--- src/design/visual_crypto_share_generator_macros.svh ---
// Assertion macros shared by the share generator design files.
// Define NO_ASSERTIONS to compile them away.
`ifndef VISUAL_CRYPTO_SHARE_GENERATOR_MACROS_SVH
`define VISUAL_CRYPTO_SHARE_GENERATOR_MACROS_SVH

`ifndef NO_ASSERTIONS

// Condition must hold at every clock edge out of reset.
`define VCS_ASSERT_ALWAYS(label, clk, rst_n, cond) \
    label: assert property (@(posedge clk) disable iff (!rst_n) (cond)) \
        else $error("assertion failed: label");

// Antecedent in a cycle implies the consequent in the same cycle.
`define VCS_ASSERT_IMPLIES(label, clk, rst_n, ante, cons) \
    label: assert property (@(posedge clk) disable iff (!rst_n) (ante) |-> (cons)) \
        else $error("assertion failed: label");

// Antecedent in a cycle implies the consequent in the next cycle.
`define VCS_ASSERT_NEXT(label, clk, rst_n, ante, cons) \
    label: assert property (@(posedge clk) disable iff (!rst_n) (ante) |=> (cons)) \
        else $error("assertion failed: label");

`else

`define VCS_ASSERT_ALWAYS(label, clk, rst_n, cond)
`define VCS_ASSERT_IMPLIES(label, clk, rst_n, ante, cons)
`define VCS_ASSERT_NEXT(label, clk, rst_n, ante, cons)

`endif

`endif

--- src/design/vcs_pkg.sv ---
package vcs_pkg;

    // Configuration register indexes
    localparam int CFG_INDEX_W = 1;
    localparam logic [CFG_INDEX_W-1:0] REG_MODULUS = 1'b0;
    localparam logic [CFG_INDEX_W-1:0] REG_SEED    = 1'b1;

    localparam int CFG_DATA_W = 32;
    localparam logic [CFG_DATA_W-1:0] MODULUS_RESET = 32'd1050589;
    localparam logic [CFG_DATA_W-1:0] SEED_RESET    = 32'd1000;

    // Pixel and result layout
    localparam int CHAN_W     = 8;
    localparam int PIXEL_W    = 3 * CHAN_W;
    localparam int RESULT_W   = 8;
    localparam logic [CHAN_W-1:0] CHAN_WHITE = 8'd255;

    // Sequencer states
    typedef enum logic [2:0] {
        ST_IDLE,
        ST_CHECK,
        ST_REDUCE,
        ST_SETUP,
        ST_SQUARE,
        ST_FINISH
    } state_t;

    // Commands from the controller to the datapath
    typedef struct packed {
        logic load;
        logic reduce_step;
        logic square_init;
        logic sel_q;
        logic square_step;
        logic write_back;
    } cmd_t;

    // Status from the datapath to the controller
    typedef struct packed {
        logic need_reduce;
        logic count_last;
        logic out_free;
    } status_t;

endpackage

--- src/design/vcs_ctrl.sv ---
module vcs_ctrl
    import vcs_pkg::*;
(
    input  logic    clk,
    input  logic    rst_n,
    input  logic    in_valid,
    output logic    in_ready,
    input  status_t status,
    output cmd_t    cmd
);

    state_t state_reg;
    state_t state_next;

    // State register
    always_ff @(posedge clk or negedge rst_n)
    begin
        if (!rst_n)
        begin
            state_reg <= ST_IDLE;
        end
        else
        begin
            state_reg <= state_next;
        end
    end

    // Next state
    always_comb
    begin
        state_next = state_reg;
        unique case (state_reg)
            ST_IDLE:
            begin
                if (in_valid)
                begin
                    state_next = ST_CHECK;
                end
            end
            ST_CHECK:
            begin
                state_next = status.need_reduce ? ST_REDUCE : ST_SQUARE;
            end
            ST_REDUCE:
            begin
                if (status.count_last)
                begin
                    state_next = ST_SETUP;
                end
            end
            ST_SETUP:
            begin
                state_next = ST_SQUARE;
            end
            ST_SQUARE:
            begin
                if (status.count_last)
                begin
                    state_next = ST_FINISH;
                end
            end
            ST_FINISH:
            begin
                if (status.out_free)
                begin
                    state_next = ST_IDLE;
                end
            end
            default:
            begin
                state_next = ST_IDLE;
            end
        endcase
    end

    // Command decode
    always_comb
    begin
        cmd      = '0;
        in_ready = 1'b0;
        unique case (state_reg)
            ST_IDLE:
            begin
                in_ready = 1'b1;
                cmd.load = in_valid;
            end
            ST_CHECK:
            begin
                // Operand already below the modulus, or a zero modulus: square it straight away.
                cmd.square_init = !status.need_reduce;
                cmd.sel_q       = 1'b1;
            end
            ST_REDUCE:
            begin
                cmd.reduce_step = 1'b1;
            end
            ST_SETUP:
            begin
                cmd.square_init = 1'b1;
            end
            ST_SQUARE:
            begin
                cmd.square_step = 1'b1;
            end
            ST_FINISH:
            begin
                cmd.write_back = status.out_free;
            end
            default:
            begin
                cmd = '0;
            end
        endcase
    end

endmodule

--- src/design/vcs_dp.sv ---
module vcs_dp
    import vcs_pkg::*;
#(
    parameter int MODULUS_BITS = 32
)
(
    input  logic                    clk,
    input  logic                    rst_n,
    input  cmd_t                    cmd,
    output status_t                 status,
    input  logic [PIXEL_W-1:0]      pixel,
    input  logic [MODULUS_BITS-1:0] modulus,
    input  logic [MODULUS_BITS-1:0] seed,
    input  logic                    out_ready,
    output logic                    out_valid,
    output logic [RESULT_W-1:0]     out_data
);

    localparam int W     = MODULUS_BITS;
    localparam int CNT_W = $clog2(MODULUS_BITS);
    localparam logic [CNT_W-1:0] CNT_LAST = CNT_W'(MODULUS_BITS - 1);

    logic [W-1:0]        x_reg, x_next;
    logic                seeded_reg, seeded_next;
    logic [W-1:0]        n_reg, n_next;
    logic [W-1:0]        a_reg, a_next;
    logic [W-1:0]        q_reg, q_next;
    logic [W-1:0]        r_reg, r_next;
    logic [CNT_W-1:0]    cnt_reg, cnt_next;
    logic                key_reg, key_next;
    logic                white_reg, white_next;
    logic                out_valid_reg, out_valid_next;
    logic [RESULT_W-1:0] out_data_reg, out_data_next;

    logic [W-1:0]   x_src;
    logic           white;
    logic           n_zero;
    logic [W:0]     rd_cat;
    logic [W+1:0]   rd_diff;
    logic [W+1:0]   sq_sum;
    logic [W+2:0]   sq_d1;
    logic [W+2:0]   sq_d2;
    logic [W-1:0]   sq_res;
    logic [W-1:0]   sq_op;
    logic           share2_left;

    // Generator value for this pixel: the seed on the first pixel after reset
    assign x_src  = seeded_reg ? x_reg : seed;
    assign white  = (pixel[CHAN_W-1:0] == CHAN_WHITE)
                 && (pixel[2*CHAN_W-1:CHAN_W] == CHAN_WHITE)
                 && (pixel[3*CHAN_W-1:2*CHAN_W] == CHAN_WHITE);
    assign n_zero = (n_reg == '0);

    // One restoring division step: shift in the next dividend bit.
    assign rd_cat  = {a_reg, q_reg[W-1]};
    assign rd_diff = {1'b0, rd_cat} - {2'b00, n_reg};

    // One shift-add squaring step; the sum stays below three times the modulus.
    assign sq_op  = q_reg[W-1] ? a_reg : '0;
    assign sq_sum = {1'b0, r_reg, 1'b0} + {2'b00, sq_op};
    assign sq_d1  = {1'b0, sq_sum} - {3'b000, n_reg};
    assign sq_d2  = {1'b0, sq_sum} - {2'b00, n_reg, 1'b0};

    always_comb
    begin
        if (n_zero)
        begin
            sq_res = sq_sum[W-1:0];
        end
        else if (!sq_d2[W+2])
        begin
            sq_res = sq_d2[W-1:0];
        end
        else if (!sq_d1[W+2])
        begin
            sq_res = sq_d1[W-1:0];
        end
        else
        begin
            sq_res = sq_sum[W-1:0];
        end
    end

    // Register updates under command
    always_comb
    begin
        x_next         = x_reg;
        seeded_next    = seeded_reg;
        n_next         = n_reg;
        a_next         = a_reg;
        q_next         = q_reg;
        r_next         = r_reg;
        cnt_next       = cnt_reg;
        key_next       = key_reg;
        white_next     = white_reg;
        out_valid_next = out_valid_reg && !out_ready;
        out_data_next  = out_data_reg;

        if (cmd.load)
        begin
            seeded_next = 1'b1;
            n_next      = modulus;
            q_next      = x_src;
            a_next      = '0;
            cnt_next    = '0;
            key_next    = x_src[0];
            white_next  = white;
        end

        if (cmd.reduce_step)
        begin
            a_next   = rd_diff[W+1] ? rd_cat[W-1:0] : rd_diff[W-1:0];
            q_next   = {q_reg[W-2:0], 1'b0};
            cnt_next = cnt_reg + 1'b1;
        end

        if (cmd.square_init)
        begin
            a_next   = cmd.sel_q ? q_reg : a_reg;
            q_next   = cmd.sel_q ? q_reg : a_reg;
            r_next   = '0;
            cnt_next = '0;
        end

        if (cmd.square_step)
        begin
            r_next   = sq_res;
            q_next   = {q_reg[W-2:0], 1'b0};
            cnt_next = cnt_reg + 1'b1;
        end

        if (cmd.write_back)
        begin
            x_next         = r_reg;
            out_valid_next = 1'b1;
            out_data_next  = {3'b000, ~share2_left, share2_left,
                              ~key_reg, key_reg, key_reg};
        end
    end

    assign share2_left = white_reg ? key_reg : ~key_reg;

    // Control registers
    always_ff @(posedge clk or negedge rst_n)
    begin
        if (!rst_n)
        begin
            seeded_reg    <= 1'b0;
            out_valid_reg <= 1'b0;
            cnt_reg       <= '0;
        end
        else
        begin
            seeded_reg    <= seeded_next;
            out_valid_reg <= out_valid_next;
            cnt_reg       <= cnt_next;
        end
    end

    // Payload registers
    always_ff @(posedge clk)
    begin
        x_reg        <= x_next;
        n_reg        <= n_next;
        a_reg        <= a_next;
        q_reg        <= q_next;
        r_reg        <= r_next;
        key_reg      <= key_next;
        white_reg    <= white_next;
        out_data_reg <= out_data_next;
    end

    assign status.need_reduce = !n_zero && (q_reg >= n_reg);
    assign status.count_last  = (cnt_reg == CNT_LAST);
    assign status.out_free    = !out_valid_reg || out_ready;

    assign out_valid = out_valid_reg;
    assign out_data  = out_data_reg;

endmodule

--- src/design/visual_crypto_share_generator.sv ---
// Channel   Direction  Contents
// s_axis    in         one secret pixel: blue, green, red
// m_axis    out        key bit and the four share subpixels
// cfg       in         register writes: modulus, seed
//
// A pixel is loaded, reduced by restoring division only when the generator
// value is not below a nonzero modulus, then squared by the shift-add
// squaring unit, one multiplier bit per cycle, and its result written out.
// One pixel is in work at a time; a finished result waits in the output
// register while the next pixel is taken. Reset clears the sequencer, the
// seeded flag and the output valid; the seed is loaded on the first pixel.
`include "visual_crypto_share_generator_macros.svh"

module visual_crypto_share_generator
    import vcs_pkg::*;
#(
    parameter int MODULUS_BITS = 32
)
(
    input  logic                   clk,
    input  logic                   rst_n,
    input  logic                   s_axis_tvalid,
    output logic                   s_axis_tready,
    // blue [7:0], green [15:8], red [23:16]
    input  logic [PIXEL_W-1:0]     s_axis_tdata,
    output logic                   m_axis_tvalid,
    input  logic                   m_axis_tready,
    // key_bit [0], share1_left [1], share1_right [2], share2_left [3],
    // share2_right [4], zero [7:5]
    output logic [RESULT_W-1:0]    m_axis_tdata,
    input  logic                   cfg_we,
    input  logic [CFG_INDEX_W-1:0] cfg_index,
    input  logic [CFG_DATA_W-1:0]  cfg_data
);

    logic [CFG_DATA_W-1:0] modulus_reg, modulus_next;
    logic [CFG_DATA_W-1:0] seed_reg, seed_next;
    cmd_t                  cmd;
    status_t               status;

    // Configuration register writes
    always_comb
    begin
        modulus_next = modulus_reg;
        seed_next    = seed_reg;
        if (cfg_we)
        begin
            unique case (cfg_index)
                REG_MODULUS: modulus_next = cfg_data;
                REG_SEED:    seed_next    = cfg_data;
                default:     modulus_next = modulus_reg;
            endcase
        end
    end

    always_ff @(posedge clk or negedge rst_n)
    begin
        if (!rst_n)
        begin
            modulus_reg <= MODULUS_RESET;
            seed_reg    <= SEED_RESET;
        end
        else
        begin
            modulus_reg <= modulus_next;
            seed_reg    <= seed_next;
        end
    end

    // Sequencer
    vcs_ctrl u_ctrl (
        .clk      (clk),
        .rst_n    (rst_n),
        .in_valid (s_axis_tvalid),
        .in_ready (s_axis_tready),
        .status   (status),
        .cmd      (cmd)
    );

    // Generator, modular squaring and share logic
    vcs_dp #(
        .MODULUS_BITS (MODULUS_BITS)
    ) u_dp (
        .clk       (clk),
        .rst_n     (rst_n),
        .cmd       (cmd),
        .status    (status),
        .pixel     (s_axis_tdata),
        .modulus   (MODULUS_BITS'(modulus_reg)),
        .seed      (MODULUS_BITS'(seed_reg)),
        .out_ready (m_axis_tready),
        .out_valid (m_axis_tvalid),
        .out_data  (m_axis_tdata)
    );

    // A request is followed by the work on it, never by a second request.
    `VCS_ASSERT_NEXT(a_one_in_work, clk, rst_n, s_axis_tvalid && s_axis_tready, !s_axis_tready)
    // A result is written only into a free output register.
    `VCS_ASSERT_IMPLIES(a_no_overwrite, clk, rst_n, cmd.write_back, status.out_free)
    // The datapath does at most one kind of work in a cycle.
    `VCS_ASSERT_ALWAYS(a_one_cmd, clk, rst_n, $onehot0({cmd.load, cmd.reduce_step, cmd.square_step, cmd.write_back}))

endmodule

--- config.mk ---
export PLATFORM = sky130hd
export DESIGN_NAME = visual_crypto_share_generator
export DESIGN_NICKNAME = d
export VERILOG_FILES = /design/src/design/vcs_pkg.sv /design/src/design/vcs_ctrl.sv /design/src/design/vcs_dp.sv /design/src/design/visual_crypto_share_generator.sv
export VERILOG_INCLUDE_DIRS = /design/src /design/src/design
export SDC_FILE = /design/constraint.sdc
export NUM_CORES = 1
export LEC_CHECK = 0
export BUFFER_PORTS_ARGS = -buffer_cell sky130_fd_sc_hd__buf_2
export CAP_MARGIN = 20
export CORE_MARGIN = 2
export CORE_UTILIZATION = 35
export CTS_CLUSTER_SIZE = 30
export DETAILED_ROUTE_END_ITERATION = 10
export PLACE_DENSITY = 0.51
export SETUP_SLACK_MARGIN = 0.5
export SYNTH_ARGS = -nofsm -noshare
export SYNTH_HDL_FRONTEND = slang
export SYNTH_SLANG_ARGS = --single-unit
--- constraint.sdc ---
create_clock -name clk -period 10.5 [get_ports clk]
set_clock_uncertainty 0.1 [all_clocks]
set_input_delay 1.575 -clock clk [delete_from_list [all_inputs] [get_ports clk]]
set_output_delay 1.575 -clock clk [all_outputs]
set_load 0.01 [all_outputs]
==> flow_summary.toml <==
[synthesis]
syn_area_mm2 = 0.01796
avgSynthCellArea_um2 = 9.813
synth_top_cell_by_area = "edfxtp_1"
synth_edf_count = 165
async_reset_ff_frac = 0.3083
synthTopCellsByArea = "edfxtp_1, ha_1, dfrtp_1"
ys_seq_area_frac = 0.3812
synth_cells = 1830
synthFlopType = "edfxtp_1"
synth-seq-cells = 240
yosys_warnings = 0
ys_types = 87
yosysTopAreaCellShare = 0.2759

[critical_path]
cp.required_ns = 10.67
worstPathCellList = "buf_4 -> nand2_1 -> inv_1 -> ha_1 -> a211oi_1 -> o211ai_1 -> a221oi_2 -> o21ai_0 -> a21o_1 -> a21oi_1 -> o21ai_0 -> xor2_1 -> ha_1 -> nand2_1 -> o21ai_0 -> nor3b_1 -> a21o_1 -> nor3_1 -> a221o_1 -> nand2_1 -> o221ai_1 -> a21oi_1"
start_kind = "register"
crit_fanout = 36
slowest_stage = "nor3_1"
endpoint_kind = "register"
arrival_ns = 6.83
crit_type = "reg -> reg"
slowest_delay_ns = 0.65

[die]
core_mm2 = 0.05099
ios = 72
die_h_um = 230.5
dieArea_mm2 = 0.05314
start_util = 0.3522
die_x_um = 230.5
rows = 83

[global_route]
antenna_found_initial = 1
grt_pass1_vias = 14350
grt.total_usage = 0.2104
grt_max_degree = 46
grt-ovfl-total = 0
grt_pass1_wl_um = 86250

[clock_network]
ctsRootBufferMaster = "clkbuf_16"
cts_inserted_buffers = 26
clk_latency_ns = 0.56
cts_setup_buffers = 0
clk_path_buf_depth = 3
clk_pin_slew_ns = 0.07
cts_hold_buf = 0
cts_resized = 0
cts_sinks = 240
cts_max_level = 1
cts_tree = "done"

[detailed_routing]
drt_iter0_markers = 1620
drt.antenna.violating_nets = 0
wl_per_cell_um = 22.07
vias = 14680
drt-total-wl_um = 56760
dr.pass1.iters = 6
viasPerCell = 5.706
drc = 0

[placed_design]
detailed_place_hpwl_um = 43100
dpl_cell_area_mm2 = 0.01904
portBuffers = 68
gp_congestion = 0.8664

[finish]
n_antenna_cell = 0
drive_gt1_frac = 0.1348
syn_to_final_growth_pct = 11.23
nets = 2099
fin_util = 0.3918
post-route-cell-area_mm2 = 0.01998

[sta]
setup-tns-final_ns = 0
rsz0062_at_grt = "false"
min_period_over_period = 0.6346
min_period_ns = 6.663
timing.fmax_mhz = 150.1
setup_violations = 0
worst_pin_slew_ns = 1.150
maxSlewHeadroom = 0.2335
hold_viol_final = 0
maxSlewViolCount = 0

[status]
status = "completed"

[run]
maxCapViolCount = 0

[min_path]
hold_class = "reg -> reg"
## synth_stat cells (11+ instances only)
cell / count
nand3_1: 38
o22ai_1: 32
nand2_1: 152
nand4_1: 23
nand2b_1: 16
dfstp_2: 16
xnor2_1: 66
mux2i_1: 70
a21o_1: 59
a221oi_1: 32
and3_1: 41
o211ai_1: 18
nor2b_1: 14
ha_1: 161
nor4_1: 11
edfxtp_1: 165
nor2_1: 122
mux2_2: 67
o21ai_0: 77
o21a_1: 22
a211oi_1: 20
o21bai_1: 13
clkbuf_1: 56
a31oi_1: 15
nor3_1: 22
o31ai_1: 12
dfrtp_1: 58
xor2_1: 45
a21oi_1: 124
inv_1: 81
o221ai_1: 12
and2_1: 38
## cells in the final DEF (no fill, tap or decap), types with 7 or more instances in the layout
cell / instances
nand4_1: 23
dfstp_2: 16
inv_1: 81
o21a_1: 22
nor2b_1: 13
or3_1: 7
mux2_2: 67
a221oi_1: 32
nand2b_1: 15
ha_1: 161
o31ai_1: 11
a31o_2: 7
o211ai_1: 18
a211oi_1: 20
a31oi_1: 15
dfrtp_1: 57
xor2_1: 45
nor4_1: 11
clkbuf_16: 28
o21ai_0: 77
nor3_1: 21
a21oi_1: 122
buf_4: 21
or2_2: 7
o22ai_1: 32
o21bai_1: 13
buf_2: 67
and3_1: 41
o221ai_1: 12
a21o_1: 59
edfxtp_1: 165
nor2_1: 121
and2_1: 37
nand3_1: 38
xnor2_1: 66
nand2_1: 151
mux2i_1: 70
## cells by family (layout without fill, tap and decap cells)
logic type               count (synthesis)  in the layout  share of synthesized area
AND/OR/NAND/NOR                        505            505                     0.1352
AO/OA/AOI/OAI                          512            512                     0.1952
flip-flops                             240            240                     0.3812
adder cells (fa/ha/maj)                165            165                     0.1166
multiplexers                           137            137                    0.08103
XOR/XNOR                               111            111                    0.05413
other                                    1              3                  0.0002088
buffers and inverters                  159            219                    0.03637
## final timing paths
| path | startpoint | endpoint | slack, ns | cells after the start |
|---|---|---|---|---|
| setup / recovery | u_dp.q_reg[31] | u_dp.r_reg[2] | 3.84 | 22 |
| hold / removal | modulus_reg[12] | u_dp.n_reg[12] | 0.34 | 0 |
| setup reg to reg | u_dp.q_reg[31] | u_dp.r_reg[2] | 3.84 | 22 |
| hold reg to reg | modulus_reg[12] | u_dp.n_reg[12] | 0.34 | 0 |
| max in group asynchronous | rst_n | u_dp.seeded_reg | 8.41 | 2 |
| min in group asynchronous | rst_n | seed_reg[31] | 0.88 | 1 |
## critical path, delay by kind of cell (launching register included)
kind	cells	cell delay, ns
xor+xnor	1	0.22
compound gates	12	3.21
fa+ha+maj	2	0.65
flops	1	0.33
simple gates	5	1.40
buf+inv	2	0.42
## through the flow
stage	setup slack (ns)	std cells	hold WS, ns
after floorplan	5.100	1832	0.3211
after global placement	3.988	2522	0.3260
after detailed placement	3.844	2523	0.3307
after CTS	3.788	2571	0.3464
after global routing	3.198	2572	0.3530
final	3.837	2572	0.3424
## area by class of cell
| type | count | area, um2 |
|---|---|---|
| Clock buffer | 32 | 735.7 |
| Timing Repair Buffer | 90 | 540.5 |
| Fill cell | 5014 | 31010 |
| Inverter | 81 | 304.0 |
| Multi-Input combinational cell | 1433 | 10520 |
| Sequential cell | 240 | 6848 |
| Tap cell | 680 | 850.8 |
| Clock inverter | 16 | 175.2 |
## layer usage
layer | global-route usage | vias up | routed length (um)
met5 | 0 | - | 0
met4 | 0.05181 | 0 | 1231
met3 | 0.03767 | 64 | 4242
met2 | 0.3278 | 480 | 24520
met1 | 0.3013 | 7139 | 26770
li1 | - | 6994 | -
Power is left out: the tool's default activity adds up to more than one toggle a clock period on the data nets, which glitch-free logic cannot reach.
